<file path="src/sv/efs_pkg.sv">
`timescale 1ns / 1ps

package efs_pkg;

    localparam int FLOOR_W     = 5;
    localparam int FUNC_W      = 2;
    localparam int STATUS_W    = 3;
    // wide enough to compare a floor number against any FLOORS up to 64
    localparam int FLOOR_CMP_W = 7;
    localparam int MAX_RESULTS = 16;
    localparam int CNT_W       = $clog2(MAX_RESULTS);

    localparam logic [FUNC_W-1:0] FN_PRESS = 2'd0;
    localparam logic [FUNC_W-1:0] FN_CALL  = 2'd1;
    localparam logic [FUNC_W-1:0] FN_RUN   = 2'd2;

    typedef enum logic [STATUS_W-1:0] {
        ST_ADDED   = 3'd0,
        ST_PENDING = 3'd1,
        ST_CURRENT = 3'd2,
        ST_ARRIVED = 3'd3,
        ST_IDLE    = 3'd4
    } t_status;

    typedef struct packed {
        logic [FUNC_W-1:0]  func;
        logic [FLOOR_W-1:0] floor;
        logic               dir_up;
    } t_req;

    typedef struct packed {
        t_status            status;
        logic [FLOOR_W-1:0] car_floor;
        logic               heading_up;
        logic               last;
    } t_rsp;

    typedef struct packed {
        logic capture;   // latch the accepted transaction
        logic single;    // produce the one result of a press, call or empty run
        logic step;      // serve one floor of a run
        logic last;      // mark the step result as final
    } t_dp_cmd;

    typedef struct packed {
        logic run_work;  // buffered item is a run with floors pending
        logic one_left;  // the floor picked now is the last one pending
    } t_dp_stat;

endpackage

</file>
<file path="src/sv/efs_ctrl.sv">
`timescale 1ns / 1ps

module efs_ctrl import efs_pkg::*; (
    input  logic     i_clk,
    input  logic     i_rst_n,
    input  logic     i_req_valid,
    output logic     o_req_ready,
    output logic     o_rsp_valid,
    input  logic     i_rsp_ready,
    input  t_dp_stat i_stat,
    output t_dp_cmd  o_cmd
);

    typedef enum logic {
        S_IDLE,
        S_RUN
    } t_state;

    t_state             r_state, n_state;
    logic               r_buf_valid, n_buf_valid;
    logic               r_out_valid, n_out_valid;
    logic [CNT_W-1:0]   r_count, n_count;
    logic               slot_free;
    logic               accept;
    logic               step_last;

    assign slot_free   = !r_out_valid || i_rsp_ready;
    assign o_req_ready = !r_buf_valid;
    assign accept      = i_req_valid && !r_buf_valid;
    assign step_last   = i_stat.one_left || (r_count == CNT_W'(MAX_RESULTS - 1));
    assign o_rsp_valid = r_out_valid;

    always_comb begin
        n_state      = r_state;
        n_buf_valid  = r_buf_valid;
        n_out_valid  = r_out_valid && !i_rsp_ready;
        n_count      = r_count;
        o_cmd        = '0;
        o_cmd.capture = accept;
        o_cmd.last    = step_last;
        unique case (r_state)
            S_IDLE: begin
                if (r_buf_valid && slot_free) begin
                    n_buf_valid = 1'b0;
                    if (i_stat.run_work) begin
                        n_state = S_RUN;
                        n_count = '0;
                    end else begin
                        o_cmd.single = 1'b1;
                        n_out_valid  = 1'b1;
                    end
                end
            end
            S_RUN: begin
                if (slot_free) begin
                    o_cmd.step  = 1'b1;
                    n_out_valid = 1'b1;
                    n_count     = r_count + CNT_W'(1);
                    if (step_last) begin
                        n_state = S_IDLE;
                    end
                end
            end
            default: n_state = S_IDLE;
        endcase
        if (accept) begin
            n_buf_valid = 1'b1;
        end
    end

    always_ff @(posedge i_clk) begin
        if (!i_rst_n) begin
            r_state     <= S_IDLE;
            r_buf_valid <= 1'b0;
            r_out_valid <= 1'b0;
            r_count     <= '0;
        end else begin
            r_state     <= n_state;
            r_buf_valid <= n_buf_valid;
            r_out_valid <= n_out_valid;
            r_count     <= n_count;
        end
    end

endmodule

</file>
<file path="config.mk">
export PLATFORM = sky130hd
export DESIGN_NAME = efs_ctrl
export DESIGN_NICKNAME = d
export VERILOG_FILES = /design/src/sv/efs_pkg.sv /design/src/sv/efs_ctrl.sv
export SDC_FILE = /design/constraint.sdc
export NUM_CORES = 1
export LEC_CHECK = 0
export ABC_AREA = 1
export BUFFER_PORTS_ARGS = -buffer_cell sky130_fd_sc_hd__buf_2
export CORE_AREA = 10 10 47 49
export DETAILED_ROUTE_END_ITERATION = 16
export DIE_AREA = 0 0 57 59
export SLEW_MARGIN = 20
export SYNTH_ARGS = -nofsm -noshare
export SYNTH_HDL_FRONTEND = slang
export SYNTH_SLANG_ARGS = --single-unit
</file>
<file path="constraint.sdc">
create_clock -name i_clk -period 2.92 [get_ports i_clk]
set_input_delay 0.438 -clock i_clk [delete_from_list [all_inputs] [get_ports i_clk]]
set_output_delay 0.438 -clock i_clk [all_outputs]
set_load 0.05 [all_outputs]
</file>
# Word level (Yosys, flattened, before mapping)
# Index checks and enable logic that the tools add are counted.
# totals
romBits,0
mem_count,0
latchBits,0
regBits,7
mem_bits_rw,0
output_inout_bits,6
word_cells,43
# op_classes
shifts,0
add_sub_neg,1
eq_ne,5
order_cmp,0
div,0
bitwise,1
mux,21
n_reduce_logical,11
mul,0
# op_table
op,count
1-bit 2-to-1 mux,15
4-bit 2-to-1 mux,3
4-bit case mux with 2 select lines,1
4-bit by 1-bit adder with 4-bit output (second input constant),1
4-bit == test (second input constant),1
2-bit by 1-bit inequality test with 1-bit output (second input constant),2
2-bit inequality test (second input constant),2
1-bit case mux with 2 select lines,2
1-bit logical AND,3
1-bit zero test,3
3-bit AND reduction,1
1-bit logical OR,2
2-bit AND reduction,1
2-bit nonzero test,1
1-bit inverter,1

# Longest topological paths before layout
# logic_depth
word_depth,6
ltp_mapped,8
depth_no_buf,8

# Least setup slack after synthesis
# No wires, ideal clock.
# synth_timing
kind,register to output
start,"register r_out_valid, in the netlist o_rsp_valid"
end,output port o_cmd[2] in the netlist's numbering
path_stages_with_launch,4
t_arrival_ps,1808
required_time_ps,2482
n_path_buf,0
path_slack_ps,674
cell_sequence,dfxtp_1 > nand2_4 > nand2_1 > nor3_1
# synth_rtl
element,line,text
from (decl),efs_ctrl.sv:21,"logic r_out_valid, n_out_valid;"
from (signal assigned),efs_ctrl.sv:80,r_out_valid <= n_out_valid;
to (decl),efs_ctrl.sv:11,output t_dp_cmd o_cmd

==> metrics.txt <==
YS warnings=0; post-CTS setup buffers=0; count leader, synth=nand2_1; die footprint=3360 um^2; crit path kind=flop to output port; PwrDens=507 nW/um^2; r2r worst-path depth=3; largest net degree at the start of global routing=6; CTS buffer count=3; cts hold-fix bufs=0; WP data required=2.48 ns; global-route wire length before repair=1.34 mm; total negative setup slack=0 ns; slowest cell delay on critical path=0.33 ns; WL final=785 um; IO buf count=11; Core Rows=14; Core ar.=1400 um^2; Sink Count=7; HPWL after detailed placement=651 um; global placer's final weighted congestion=0.711; number of routed nets with antenna violations=0; Max-cap violations=0; Pre-Repair DR Iteration Count=4; Avg Synthesized Cell Area=7.41 um^2; CP max FO=4; Most used DFF post-synth=dfxtp_1; vias in the first global route=343; worst setup path startpoint=r_count[0]; Starting Density=0.280; Iteration-0 DRC Markers=4; Tmin final=1.73 ns; part of the cycle the worst path needs=0.592; status=complete, no violations; Area contributors post-synth=dfxtp_1 (36%), nand2_4 (14%), nand2_1 (9.6%), inv_1 (6.7%), a21oi_1 (6.4%); Cells after Synth=53; die span in y=59 um; final core utilization=0.342; via count=353; Worst-Skew Late Latency=0.25 ns; Synth cell types=17; Async S/R FF share, synth=0; DR WL/cell=9.57 um; synth cell count leaders=nand2_1 (10), dfxtp_1 (7), inv_1 (7), a21oi_1 (5), nand2_4 (5); sequential fraction of the synthesis area=0.357; Reg clk slew, reported paths=0.06 ns; Final Hold Vio Count=0; syn_nets=60; Setup-failing EPs final=0; layout cells sized above 1=0.379; startpoint types=flop; top cell type by total area after synthesis=dfxtp_1; total gr overflow=0; Synth-to-Final Area Change=22.0%; relative slew slack=0.833; Post-synth EDFFs=0; post-synth design cell area=393 um^2; CTS H-tree lvls=1; RSZ-0062 raised after global routing=false; Die W=57 um; skew final=0.00698 ns; Worst Max-Slew Pin Slew=0.252 ns; top cell type's share of synthesized area=0.357; CP max stage cell=dfxtp_1; FF-to-FF End=r_state; Slew Limit Fails=0; CP Cell Sequence=ha_1 > a31o_2 > buf_2; # resized after CTS=0; area of placed instances=453 um^2; Worst Hold Class=primary input to flop; flops & latches, synth=7; initial antenna violation count=0; number of I/O pins=12; maximum VDD drop=0.000178 V; Final #Nets=74; WP data arrival=1.29 ns; P_leak=0.000277 uW; n_diodes=0; R2R Setup Slk=1.92 ns; CP endpoint kind=output port; DRC Markers=0; CTS tree=yes; DR vias/cell=4.30; worst setup path endpoint=o_cmd[0]; FF-to-FF Start=r_count[0]; Max Root-Sink Buffers=2; All-Layer GR Usage=0.0515; Root Buffer=clkbuf_4; fmax=0.579 GHz; final instance area=479 um^2
## cells in the final DEF (no fill, tap or decap)
cell type / netlist / routed
o21ai_1: 1 / 1
nand2_1: 10 / 10
o21ai_0: 1 / 1
a21oi_1: 5 / 5
clkinv_2: 1 / 1
and3_2: 1 / 1
ha_1: 1 / 1
nor3_1: 1 / 1
clkbuf_4: 0 / 3
nand3_1: 3 / 3
dfxtp_1: 7 / 7
inv_2: 2 / 2
nand2_2: 1 / 1
clkbuf_1: 0 / 1
a31o_2: 1 / 1
inv_1: 7 / 7
buf_2: 0 / 11
nor2_1: 4 / 4
nand2_4: 5 / 5
## per-stage QoR
| step | std cells | hold WS [ns] | total power, uW | setup WS [ns] |
|---|---|---|---|---|
| 5_1_grt | 82 | 0.455 | 261 | 1.14 |
| 2_1_floorplan | 53 | 0.446 | 146 | 0.674 |
| 6_report | 82 | 0.453 | 243 | 1.19 |
| 3_5_place_dp | 78 | 0.469 | 156 | 1.35 |
| 3_3_place_gp | 78 | 0.468 | 156 | 1.35 |
| 4_1_cts | 82 | 0.446 | 248 | 1.18 |
## worst min-delay path by stage
stage                      startpoint          end  cells after the start
after CTS                   i_stat[0]      r_state                      3
final                       i_stat[0]      r_state                      3
after detailed placement   r_count[0]   r_count[0]                      1
after global routing          i_rst_n      r_state                      3
after floorplan            r_count[0]   r_count[0]                      1
after global placement    r_buf_valid  r_buf_valid                      2
## logic make-up (layout without fill, tap and decap cells)
kind of cell	after synthesis	count (layout)	synth area share
AND/OR/NAND/NOR	25	25	0.363
buffers and inverters	12	25	0.137
AO/OA/AOI/OAI	8	8	0.111
flip-flops	7	7	0.357
adder cells (fa/ha/maj)	1	1	0.0318
## sequential cells by signal (all words and copies together) (netlist names)
register and count:
o_rsp_valid 1, r_buf_valid 1, r_count 4, r_state 1
## layout make-up
| class | count | area (um^2) |
|---|---|---|
| fillers | 161 | 922 |
| multi-input cells | 34 | 199 |
| inverters | 10 | 38.8 |
| clock buffers | 4 | 26.3 |
| well taps | 16 | 20.0 |
| flip-flops and latches | 7 | 140 |
| repair buffers | 11 | 55.1 |
## layer usage
metal,track usage,share of wire,vias to the layer above
met1,0.0430,0.40,152
li1,-,-,190
met5,0,0,-
met3,0.0193,0.051,4
met2,0.0868,0.51,7
met4,0.0604,0.038,0
## power breakdown
group,switching (uW),internal (uW),total (uW)
logic,36.4,14.0,50.4
clock network,37.4,52.3,89.7
registers,3.38,99.5,103
## critical path, delay by kind of cell (launching register included)
family          cells  cell delay, ns
flops               1            0.33
compound gates      1            0.26
fa+ha+maj           1            0.23
buf+inv             1            0.21
(Power assumes the default switching activity.)
