<file path="src/sv/efs_pkg.sv">
`timescale 1ns / 1ps

package efs_pkg;

    localparam int FLOOR_W     = 5;
    localparam int FUNC_W      = 2;
    localparam int STATUS_W    = 3;
    // wide enough to compare a floor number against any FLOORS up to 64
    localparam int FLOOR_CMP_W = 7;
    localparam int MAX_RESULTS = 16;
    localparam int CNT_W       = $clog2(MAX_RESULTS);

    localparam logic [FUNC_W-1:0] FN_PRESS = 2'd0;
    localparam logic [FUNC_W-1:0] FN_CALL  = 2'd1;
    localparam logic [FUNC_W-1:0] FN_RUN   = 2'd2;

    typedef enum logic [STATUS_W-1:0] {
        ST_ADDED   = 3'd0,
        ST_PENDING = 3'd1,
        ST_CURRENT = 3'd2,
        ST_ARRIVED = 3'd3,
        ST_IDLE    = 3'd4
    } t_status;

    typedef struct packed {
        logic [FUNC_W-1:0]  func;
        logic [FLOOR_W-1:0] floor;
        logic               dir_up;
    } t_req;

    typedef struct packed {
        t_status            status;
        logic [FLOOR_W-1:0] car_floor;
        logic               heading_up;
        logic               last;
    } t_rsp;

    typedef struct packed {
        logic capture;   // latch the accepted transaction
        logic single;    // produce the one result of a press, call or empty run
        logic step;      // serve one floor of a run
        logic last;      // mark the step result as final
    } t_dp_cmd;

    typedef struct packed {
        logic run_work;  // buffered item is a run with floors pending
        logic one_left;  // the floor picked now is the last one pending
    } t_dp_stat;

endpackage

</file>
<file path="src/sv/efs_datapath.sv">
`timescale 1ns / 1ps

module efs_datapath import efs_pkg::*; #(
    parameter int FLOORS = 16
) (
    input  logic     i_clk,
    input  logic     i_rst_n,
    input  t_req     i_req_data,
    input  t_dp_cmd  i_cmd,
    output t_dp_stat o_stat,
    output t_rsp     o_rsp_data
);

    localparam logic [FLOOR_CMP_W-1:0] FLOORS_V = FLOOR_CMP_W'(FLOORS);

    t_req               r_item;
    t_rsp               r_out;
    logic [FLOOR_W-1:0] r_car;
    logic               r_up;
    logic [FLOORS-1:0]  r_pend;

    logic [FLOOR_CMP_W-1:0] item_fl_w, car_w, pick_num;
    logic [FLOORS-1:0]      fl_mask, car_mask, above, below;
    logic [FLOORS-1:0]      ahead_up, ahead_dn, ahead_dn_rev;
    logic [FLOORS-1:0]      low_up, low_dn_rev, high_dn, pick;
    logic                   fl_valid, fl_pend, here;
    logic                   pick_up;

    // single result
    t_rsp               single_rsp;
    logic [FLOORS-1:0]  single_pend;
    logic [FLOOR_W-1:0] single_car;
    logic               single_up;

    assign item_fl_w = FLOOR_CMP_W'(r_item.floor);
    assign car_w     = FLOOR_CMP_W'(r_car);
    assign fl_valid  = (r_item.floor != '0) && (item_fl_w <= FLOORS_V);

    always_comb begin
        for (int i = 0; i < FLOORS; i++) begin
            fl_mask[i]  = (item_fl_w == FLOOR_CMP_W'(i + 1));
            car_mask[i] = (car_w == FLOOR_CMP_W'(i + 1));
            above[i]    = (car_w < FLOOR_CMP_W'(i + 1));
            below[i]    = (car_w > FLOOR_CMP_W'(i + 1));
        end
    end

    assign fl_pend  = |(r_pend & fl_mask);
    assign here     = |(r_pend & car_mask);
    assign ahead_up = r_pend & above;
    assign ahead_dn = r_pend & below;

    // nearest above: lowest set bit; nearest below: highest set bit via reversal
    always_comb begin
        for (int i = 0; i < FLOORS; i++) begin
            ahead_dn_rev[i] = ahead_dn[FLOORS-1-i];
        end
    end

    assign low_up     = ahead_up & (~ahead_up + FLOORS'(1));
    assign low_dn_rev = ahead_dn_rev & (~ahead_dn_rev + FLOORS'(1));

    always_comb begin
        for (int i = 0; i < FLOORS; i++) begin
            high_dn[i] = low_dn_rev[FLOORS-1-i];
        end
    end

    // LOOK choice: current floor, then ahead in the heading, then the far side
    always_comb begin
        pick    = car_mask;
        pick_up = r_up;
        if (!here) begin
            if (r_up) begin
                if (ahead_up != '0) begin
                    pick = low_up;
                end else begin
                    pick    = high_dn;
                    pick_up = 1'b0;
                end
            end else begin
                if (ahead_dn != '0) begin
                    pick = high_dn;
                end else begin
                    pick    = low_up;
                    pick_up = 1'b1;
                end
            end
        end
    end

    always_comb begin
        pick_num = '0;
        for (int i = 0; i < FLOORS; i++) begin
            pick_num = pick_num | (pick[i] ? FLOOR_CMP_W'(i + 1) : '0);
        end
    end

    always_comb begin
        single_pend = r_pend;
        single_car  = r_car;
        single_up   = r_up;
        single_rsp.status = ST_IDLE;
        case (r_item.func)
            FN_PRESS: begin
                if (!fl_valid) begin
                    single_rsp.status = ST_IDLE;
                end else if (r_item.floor == r_car) begin
                    single_rsp.status = ST_CURRENT;
                end else if (fl_pend) begin
                    single_rsp.status = ST_PENDING;
                end else begin
                    single_pend       = r_pend | fl_mask;
                    single_rsp.status = ST_ADDED;
                end
            end
            FN_CALL: begin
                if (fl_valid) begin
                    single_car        = r_item.floor;
                    single_up         = r_item.dir_up;
                    single_rsp.status = ST_ARRIVED;
                end
            end
            default: single_rsp.status = ST_IDLE;
        endcase
        single_rsp.car_floor  = single_car;
        single_rsp.heading_up = single_up;
        single_rsp.last       = 1'b1;
    end

    assign o_stat.run_work = (r_item.func == FN_RUN) && (r_pend != '0);
    assign o_stat.one_left = ((r_pend & ~pick) == '0);
    assign o_rsp_data      = r_out;

    always_ff @(posedge i_clk) begin
        if (!i_rst_n) begin
            r_car  <= FLOOR_W'(1);
            r_up   <= 1'b1;
            r_pend <= '0;
        end else if (i_cmd.single) begin
            r_car  <= single_car;
            r_up   <= single_up;
            r_pend <= single_pend;
        end else if (i_cmd.step) begin
            r_car  <= pick_num[FLOOR_W-1:0];
            r_up   <= pick_up;
            r_pend <= r_pend & ~pick;
        end
    end

    always_ff @(posedge i_clk) begin
        if (i_cmd.capture) begin
            r_item <= i_req_data;
        end
        if (i_cmd.single) begin
            r_out <= single_rsp;
        end else if (i_cmd.step) begin
            r_out.status     <= ST_ARRIVED;
            r_out.car_floor  <= pick_num[FLOOR_W-1:0];
            r_out.heading_up <= pick_up;
            r_out.last       <= i_cmd.last;
        end
    end

endmodule

</file>
<file path="config.mk">
export PLATFORM = sky130hd
export DESIGN_NAME = efs_datapath
export DESIGN_NICKNAME = d
export VERILOG_FILES = /design/src/sv/efs_pkg.sv /design/src/sv/efs_datapath.sv
export SDC_FILE = /design/constraint.sdc
export NUM_CORES = 1
export LEC_CHECK = 0
export BUFFER_PORTS_ARGS = -buffer_cell sky130_fd_sc_hd__buf_2
export CORE_MARGIN = 5
export CORE_UTILIZATION = 45
export CTS_CLUSTER_DIAMETER = 60
export DETAILED_ROUTE_END_ITERATION = 16
export PLACE_DENSITY = 0.73
export SYNTH_ARGS = -nofsm -noshare
export SYNTH_HDL_FRONTEND = slang
export SYNTH_SLANG_ARGS = --single-unit
</file>
<file path="constraint.sdc">
create_clock -name i_clk -period 10.71 [get_ports i_clk]
set_input_delay 0.5355 -clock i_clk [delete_from_list [all_inputs] [get_ports i_clk]]
set_output_delay 0.5355 -clock i_clk [all_outputs]
set_load 0.1 [all_outputs]
</file>
* Word level (Yosys, flattened, before mapping)
Index checks and enable logic that the tools add are counted.
Operators by class: order comparisons 33, add/sub/neg operators 2, multipliers 0, div/mod/pow operators 0, mux-type cells 45, bitwise operators 26, shifts and indexed selects 0, reduce and logical (&&, ||, !) cells 12, equality and inequality tests 39
Operator list (count):
- 16-bit 2-to-1 mux | 10
- 16-bit bitwise AND | 7
- 5-bit by 4-bit == test with 1-bit output, second input constant | 16
- 16-bit inverter | 3
- 16-bit nonzero test | 3
- 5-bit by 3-bit == test with 1-bit output, second input constant | 8
- 5-bit by 4-bit > comparator with 1-bit output, second input constant | 8
- 5-bit by 4-bit less-than comparator with 1-bit output, second input constant | 8
- 16-bit by 1-bit adder with 16-bit output, second input constant | 2
- 4-bit 2-to-1 mux | 8
- 16-bit OR reduction | 2
- 4-bit OR | 7
- 5-bit 2-to-1 mux | 5
- 5-bit by 2-bit == test with 1-bit output, second input constant | 4
- 5-bit by 3-bit > comparator with 1-bit output, second input constant | 4
- 5-bit by 3-bit less-than comparator with 1-bit output, second input constant | 4
- 10-bit 2-to-1 mux | 2
- 3-bit 2-to-1 mux | 6
- 16-bit zero test | 1
- 16-bit OR | 1
- 5-bit by 1-bit == test with 1-bit output, second input constant | 2
- 5-bit == test, second input constant | 2
- 5-bit by 2-bit > comparator with 1-bit output, second input constant | 2
- 5-bit by 2-bit less-than comparator with 1-bit output, second input constant | 2
- other kinds (24) | 40
Storage, ports and cells: output and inout port bits 12, bits in writable memories 0, memories kept 0, flip-flop bits (word level) 40, bits in read-only memories 0, bits in latches 0, input bits 14

* Depth between registers and ports, before layout
Gate-level depths: netlist of run 1.
depth after elaboration 26, mapped depth 14

* Worst setup path after synthesis of run 1
OpenSTA, ideal clock, no wires.
kind register -> output, start point reg r_car[4], end point out o_stat[0] (netlist bit), arrival 4.843 ns, setup slack 5.332 ns, stages on the path, launching flop included 11, data required time 10.175 ns, path through dfxtp_1 buf_2 buf_2 or3_1 or3_1 a31o_2 nor4_1 nor2_1 o311a_1 a221o_1 nor3_1
RTL lines:
- start: declaration | line efs_datapath.sv:18 | logic [FLOOR_W-1:0] r_car;
- start signal: assignment | line efs_datapath.sv:141 | r_car <= single_car;
- start signal: assignment | line efs_datapath.sv:145 | r_car <= pick_num[FLOOR_W-1:0];
- end: declaration | line efs_datapath.sv:10 | output t_dp_stat o_stat,

==> results of run 1 <==
[logic make-up (layout without fill, tap and decap cells)]
family	after synthesis	in the layout	synth area share [%]
XOR/XNOR	5	5	1.21
adder cells (fa/ha/maj)	1	1	0.347
AO/OA/AOI/OAI	161	161	30.7
multiplexers	14	14	3.99
buffers and inverters	60	52	6.84
flip-flops	40	40	26.9
AND/OR/NAND/NOR	207	207	29.9
[cell type report]
type	count	area, um2	area share, %
multi-input cells	388	2390	63.3
inverters	18	67.6	1.79
repair buffers	26	133	3.51
well taps	102	128	3.38
flip-flops and latches	40	971	25.7
clock inverters	3	18.8	0.497
clock buffers	5	68.8	1.82
[where the power goes]
group | switching [mW] | leakage (nW) | internal [mW]
clock network | 0.0559 | 0.0479 | 0.0455
logic | 0.0802 | 1.04 | 0.0287
registers | 0.0204 | 0.362 | 0.168
[per-layer routing]
metal	vias up	wire (um)	global-route usage (%)
li1	1841	-	-
met2	324	5870	40.4
met4	0	705	13.1
met1	1942	5250	36.3
met5	-	0	0
met3	66	1520	4.84
[sequential cells by signal (all words and copies together), names as in the netlist]
name / count
r_up: 1
o_rsp_data: 10
r_item: 3
item_fl_w: 5
r_pend: 16
r_car: 5
[how the worst max path moves through the flow]
stage               startpoint   endpoint  slack, ns  cells after the start
global route          r_car[0]  o_stat[0]       4.90                     11
finish                r_car[0]  o_stat[0]       5.00                     11
global placement      r_car[0]  o_stat[0]       5.34                     11
detailed placement    r_car[0]  o_stat[0]       5.55                     11
floorplan             r_car[4]  o_stat[0]       5.33                     10
CTS                   r_car[0]  o_stat[0]       5.21                     11
[cells in the final DEF (no fill, tap or decap), types with 4 or more instances in the layout]
master    netlist  routed
dfxtp_1        23      23
nand4_1         7       7
edfxtp_1       17      17
and3_1         10      10
nand2_1        38      38
nor2b_1         7       7
o21ai_0        32      32
a21oi_1        42      42
buf_2          11      25
mux2i_1        11      11
or3_1           6       6
clkbuf_8        0       5
o211a_1         5       5
o211ai_1        7       7
or2_2           4       4
nor4_1          8       8
nor3_1         15      15
a31oi_1        11      11
inv_1          17      17
and4_1          4       4
a211o_1         4       4
nor2_1         51      51
nand2b_1        5       5
nand3_1        30      30
a211oi_1        4       4
[stage by stage]
stage	utilization (%)	instance area (um2)	hold slack (ns)	setup slack, ns
after floorplan	-	3610	0.493	5.33
after global placement	47.5	3690	0.449	5.34
after detailed placement	47.5	3690	0.462	5.55
after CTS	48.6	3770	0.404	5.21
after global routing	48.6	3770	0.396	4.90
final	48.6	3770	0.413	5.00
==> qor.txt, run 1 <==
Fin. Hold Viols: 0
Clk_skew: 0.00797 ns
Hold_buf cts: 0
Initial core utilization: 46.4%
Area leader, netlist: edfxtp_1
Hold Path Depth: 1
VDD IR max: 0.0788 mV
Family with the most delay on the worst path: simple AND/OR/NAND/NOR gates
Hold path startpoint: i_req_data[2]
Status: finished, final reports clean
EDFF count, synth: 17
Cell chain of the critical path: nor3b_1 > and3_1 > or4b_1 > nor3_1 > buf_4 > a21oi_1 > a21oi_1 > o22ai_1 > a221o_1 > nor3_1 > buf_2
Drt first pass iters: 5
Total power: 0.399 mW
Post-synth ARST share: 0%
Vias: 4173
Synthesized instance count: 488
CTS Buffer Depth: 2
Hold Path End: item_fl_w[1]
Final Non-Filler Cells: 582
Worst Reg-to-Reg Cells: 9
Initial antenna violation count: 0
Placed cell count: 574
Layout cells sized above 1: 10.6%
Seq cells post-synth: 40
Core region area: 7770 um2
Antenna diodes: 0
Leakage power: 1.45 nW
Slew @ Worst Pin: 1.05 ns
Unique masters post-synth: 78
Fill count: 805
CTS tree: yes
Largest net degree at the start of global routing: 29
Clk sinks: 40
DRC: 0
Clock Root Buffer: clkbuf_8
RR Endpoint: o_rsp_data[4]
Via/cell ratio: 7.17
RSZ-0062 raised after global routing: false
Mapped Area: 3610 um2
Slew headroom: 29.8%
Power Density: 106 nW/um2
Io pins: 26
Worst reg-to-reg setup slack: 5.76 ns
Initial drt markers: 602
Avg WL per Cell: 22.9 um
Mapped Nets: 503
Top-area cell type share of the netlist area: 14.2%
Final ANT Viol Nets: 0
CP Class: reg -> out
Row count: 32
Die footprint: 9900 um2
CP required: 10.17 ns
Worst R2R Start: r_car[4]
Slowest cell on crit path: dfxtp_1
GRT overflow: 0
Final period util: 53.4%
Avg Inst Size Synth: 7.39 um2
Fin nets: 494
# Max-Cap Violations: 0
Critical path arrival: 5.18 ns
FMAX: 175 MHz
Layout area overhead: 4.68%
GPL Wtd Cong: 1.06
Routed WL: 13300 um
Total Routing Usage GR: 26.6%
Synth Flop Type: dfxtp_1
Sequential fraction of the synthesis area: 26.9%
Hold Path Class: in -> reg
Slowest stage delay, CP: 1.02 ns
Worst Path Buf+Inv: 2
Crit. End Element: output port
Final Critical Period: 5.71 ns
Port bufs: 25
First-pass GRT wire length: 20700 um
Reg clk slew, reported paths: 0.09 ns
Synth warn: 0
Post-CTS sizing: 0
Final setup fails: 0
Vias in the first global route: 3713
Top-count cell post-synth: nor2_1
Most frequent cells after synthesis: nor2_1 (51), a21oi_1 (42), nand2_1 (38), o21ai_0 (32), nand3_1 (30)
Setup TNS: 0 ns
Width of the die: 99.5 um
Die Y: 99.5 um
HPWL after detailed placement: 9990 um
Clk_lat worst skew: 0.29 ns
Post-CTS Repair Setup Buffers: 0
H-Tree Depth: 2
Critical Path Start Type: register
Cts bufs inserted: 5
Final Max Tran Viols: 0
Worst-path maximum fanout: 28
Synth top area cells: edfxtp_1 (14%), dfxtp_1 (13%), a21oi_1 (5.8%), nor2_1 (5.3%), o21ai_0 (4.4%)
No activity file was read; power rests on OpenSTA's default activity.
==> run 2: changes to the inputs <==
--- a/config.mk
+++ b/config.mk
@@ -10,7 +10,7 @@
 export CORE_UTILIZATION = 45
 export CTS_CLUSTER_DIAMETER = 60
 export DETAILED_ROUTE_END_ITERATION = 16
-export PLACE_DENSITY = 0.73
+export PLACE_DENSITY = 0.76
 export SYNTH_ARGS = -nofsm -noshare
 export SYNTH_HDL_FRONTEND = slang
 export SYNTH_SLANG_ARGS = --single-unit
==> constraint.sdc (replaced) <==
create_clock -name i_clk -period 5.1 [get_ports i_clk]
set_input_delay 0.255 -clock i_clk [delete_from_list [all_inputs] [get_ports i_clk]]
set_output_delay 0.255 -clock i_clk [all_outputs]
set_load 0.1 [all_outputs]
==> qor.txt, run 2 (synthesized netlist as in run 1, its figures left out) <==
Fin. Hold Viols: 0
Pre-CTS worst setup slack: 0.711 ns
GPL Wtd Cong: 1.07
Worst-path maximum fanout: 20
Fin nets: 514
Vias: 4249
Largest net degree at the start of global routing: 23
Critical path arrival: 4.54 ns
Routed WL: 13900 um
Via/cell ratio: 7.06
CP Class: reg -> out
Vias in the first global route: 3848
Crit. End Element: output port
Clock Root Buffer: clkbuf_8
RSZ-0062 raised after global routing: false
FMAX: 208 MHz
Slew headroom: 49.0%
Final Max Tran Viols: 0
Clk sinks: 40
Initial antenna violation count: 0
Layout area overhead: 8.78%
Die Y: 99.5 um
Hold Path Class: in -> reg
GR Util met1: 37.8%
# Max-Cap Violations: 0
HPWL after detailed placement: 10500 um
CTS tree: yes
Final core occ: 50.5%
CP required: 4.85 ns
Total Routing Usage GR: 27.9%
Cell chain of the critical path: buf_4 > o21ai_0 > nand3_1 > nand4_1 > o41ai_2 > buf_4 > a31oi_1 > o31ai_1 > buf_4 > o22ai_1 > a221o_1 > nor3_1 > buf_2
Commonest non-fill, non-tap cell in the layout: nor2_1
Status: finished, final reports clean
Layout cells sized above 1: 14.0%
GRT overflow: 0
Busiest grt layer: met2
Initial drt markers: 630
Slew @ Worst Pin: 0.764 ns
Clk_skew: 0.0117 ns
Hold_buf cts: 0
Final setup fails: 0
Power Density: 216 nW/um2
Final Critical Period: 4.80 ns
Most frequent cells in the layout: nor2_1 (51), a21oi_1 (42), nand2_1 (38)
Setup WS post-layout: 0.304 ns
Port bufs: 25
Slowest stage delay, CP: 0.81 ns
Post-CTS sizing: 0
Row count: 32
Biggest register: r_pend
Reg clk slew, reported paths: 0.09 ns
GRT met2 Usage: 42.7%
Clk_lat worst skew: 0.30 ns
Width of the die: 99.5 um
Most used cell, CP: buf_4
Met3 Usage GRT: 5.89%
Die footprint: 9900 um2
Antenna diodes: 0
Leakage power: 1.54 nW
Total power: 0.847 mW
Max reg flops: 16
Slowest cell on crit path: dfxtp_1
Critical Path Start Type: register
Post-CTS Repair Setup Buffers: 0
Final ANT Viol Nets: 0
Avg WL per Cell: 23.1 um
DRC: 0
Final Non-Filler Cells: 602
Setup TNS: 0 ns
Cts bufs inserted: 5
First-pass GRT wire length: 21600 um
Placed cell count: 594
H-Tree Depth: 2
CTS Buffer Depth: 2
Initial core utilization: 46.4%
VDD IR max: 0.191 mV
Core region area: 7770 um2
Io pins: 26
Final period util: 94.0%
Drt first pass iters: 6
## run 2: worst paths after layout
path | from | end | slack, ns | depth (start not counted)
min | i_req_data[4] | item_fl_w[3] | 0.12 | 1
max | r_car[0] | o_stat[0] | 0.30 | 13
max reg2reg | r_car[4] | r_car[0] | 0.69 | 10
min reg2reg | o_rsp_data[0] | o_rsp_data[0] | 0.48 | 2
## run 2: worst max-delay path, delay by kind of cell, from the launching register on
family | cells | cell delay [ns]
and+or+nand+nor | 3 | 0.78
buffers and inverters | 4 | 1.18
DFF | 1 | 0.81
AOI/OAI and AO/OA | 6 | 1.47
## run 2: power breakdown
part / internal, mW / switching (mW)
sequential: 0.353 / 0.0336
combinational: 0.0674 / 0.180
clock: 0.0957 / 0.117
total: 0.516 / 0.331
## run 2: final cells by class
class | instances | area [um2]
Fill cell | 777 | 3840
Multi-Input combinational cell | 388 | 2390
Sequential cell | 40 | 971
Timing Repair Buffer | 46 | 283
Tap cell | 102 | 128
Clock buffer | 6 | 72.6
Inverter | 18 | 67.6
Clock inverter | 2 | 12.5
## run 2: layer usage
| metal | vias to the layer above | share of wire [%] |
|---|---|---|
| met4 | 0 | 5.1 |
| met3 | 66 | 12 |
| met5 | - | 0 |
| li1 | 1882 | - |
| met2 | 328 | 44 |
| met1 | 1973 | 38 |
## run 2: per-stage QoR
| step | hold slack, ns | cell area [um2] |
|---|---|---|
| 5_1_grt | 0.111 | 3920 |
| 4_1_cts | 0.120 | 3920 |
| 3_5_place_dp | 0.433 | 3840 |
| 6_report | 0.125 | 3920 |
| 2_1_floorplan | 0.354 | 3610 |
| 3_3_place_gp | 0.432 | 3840 |
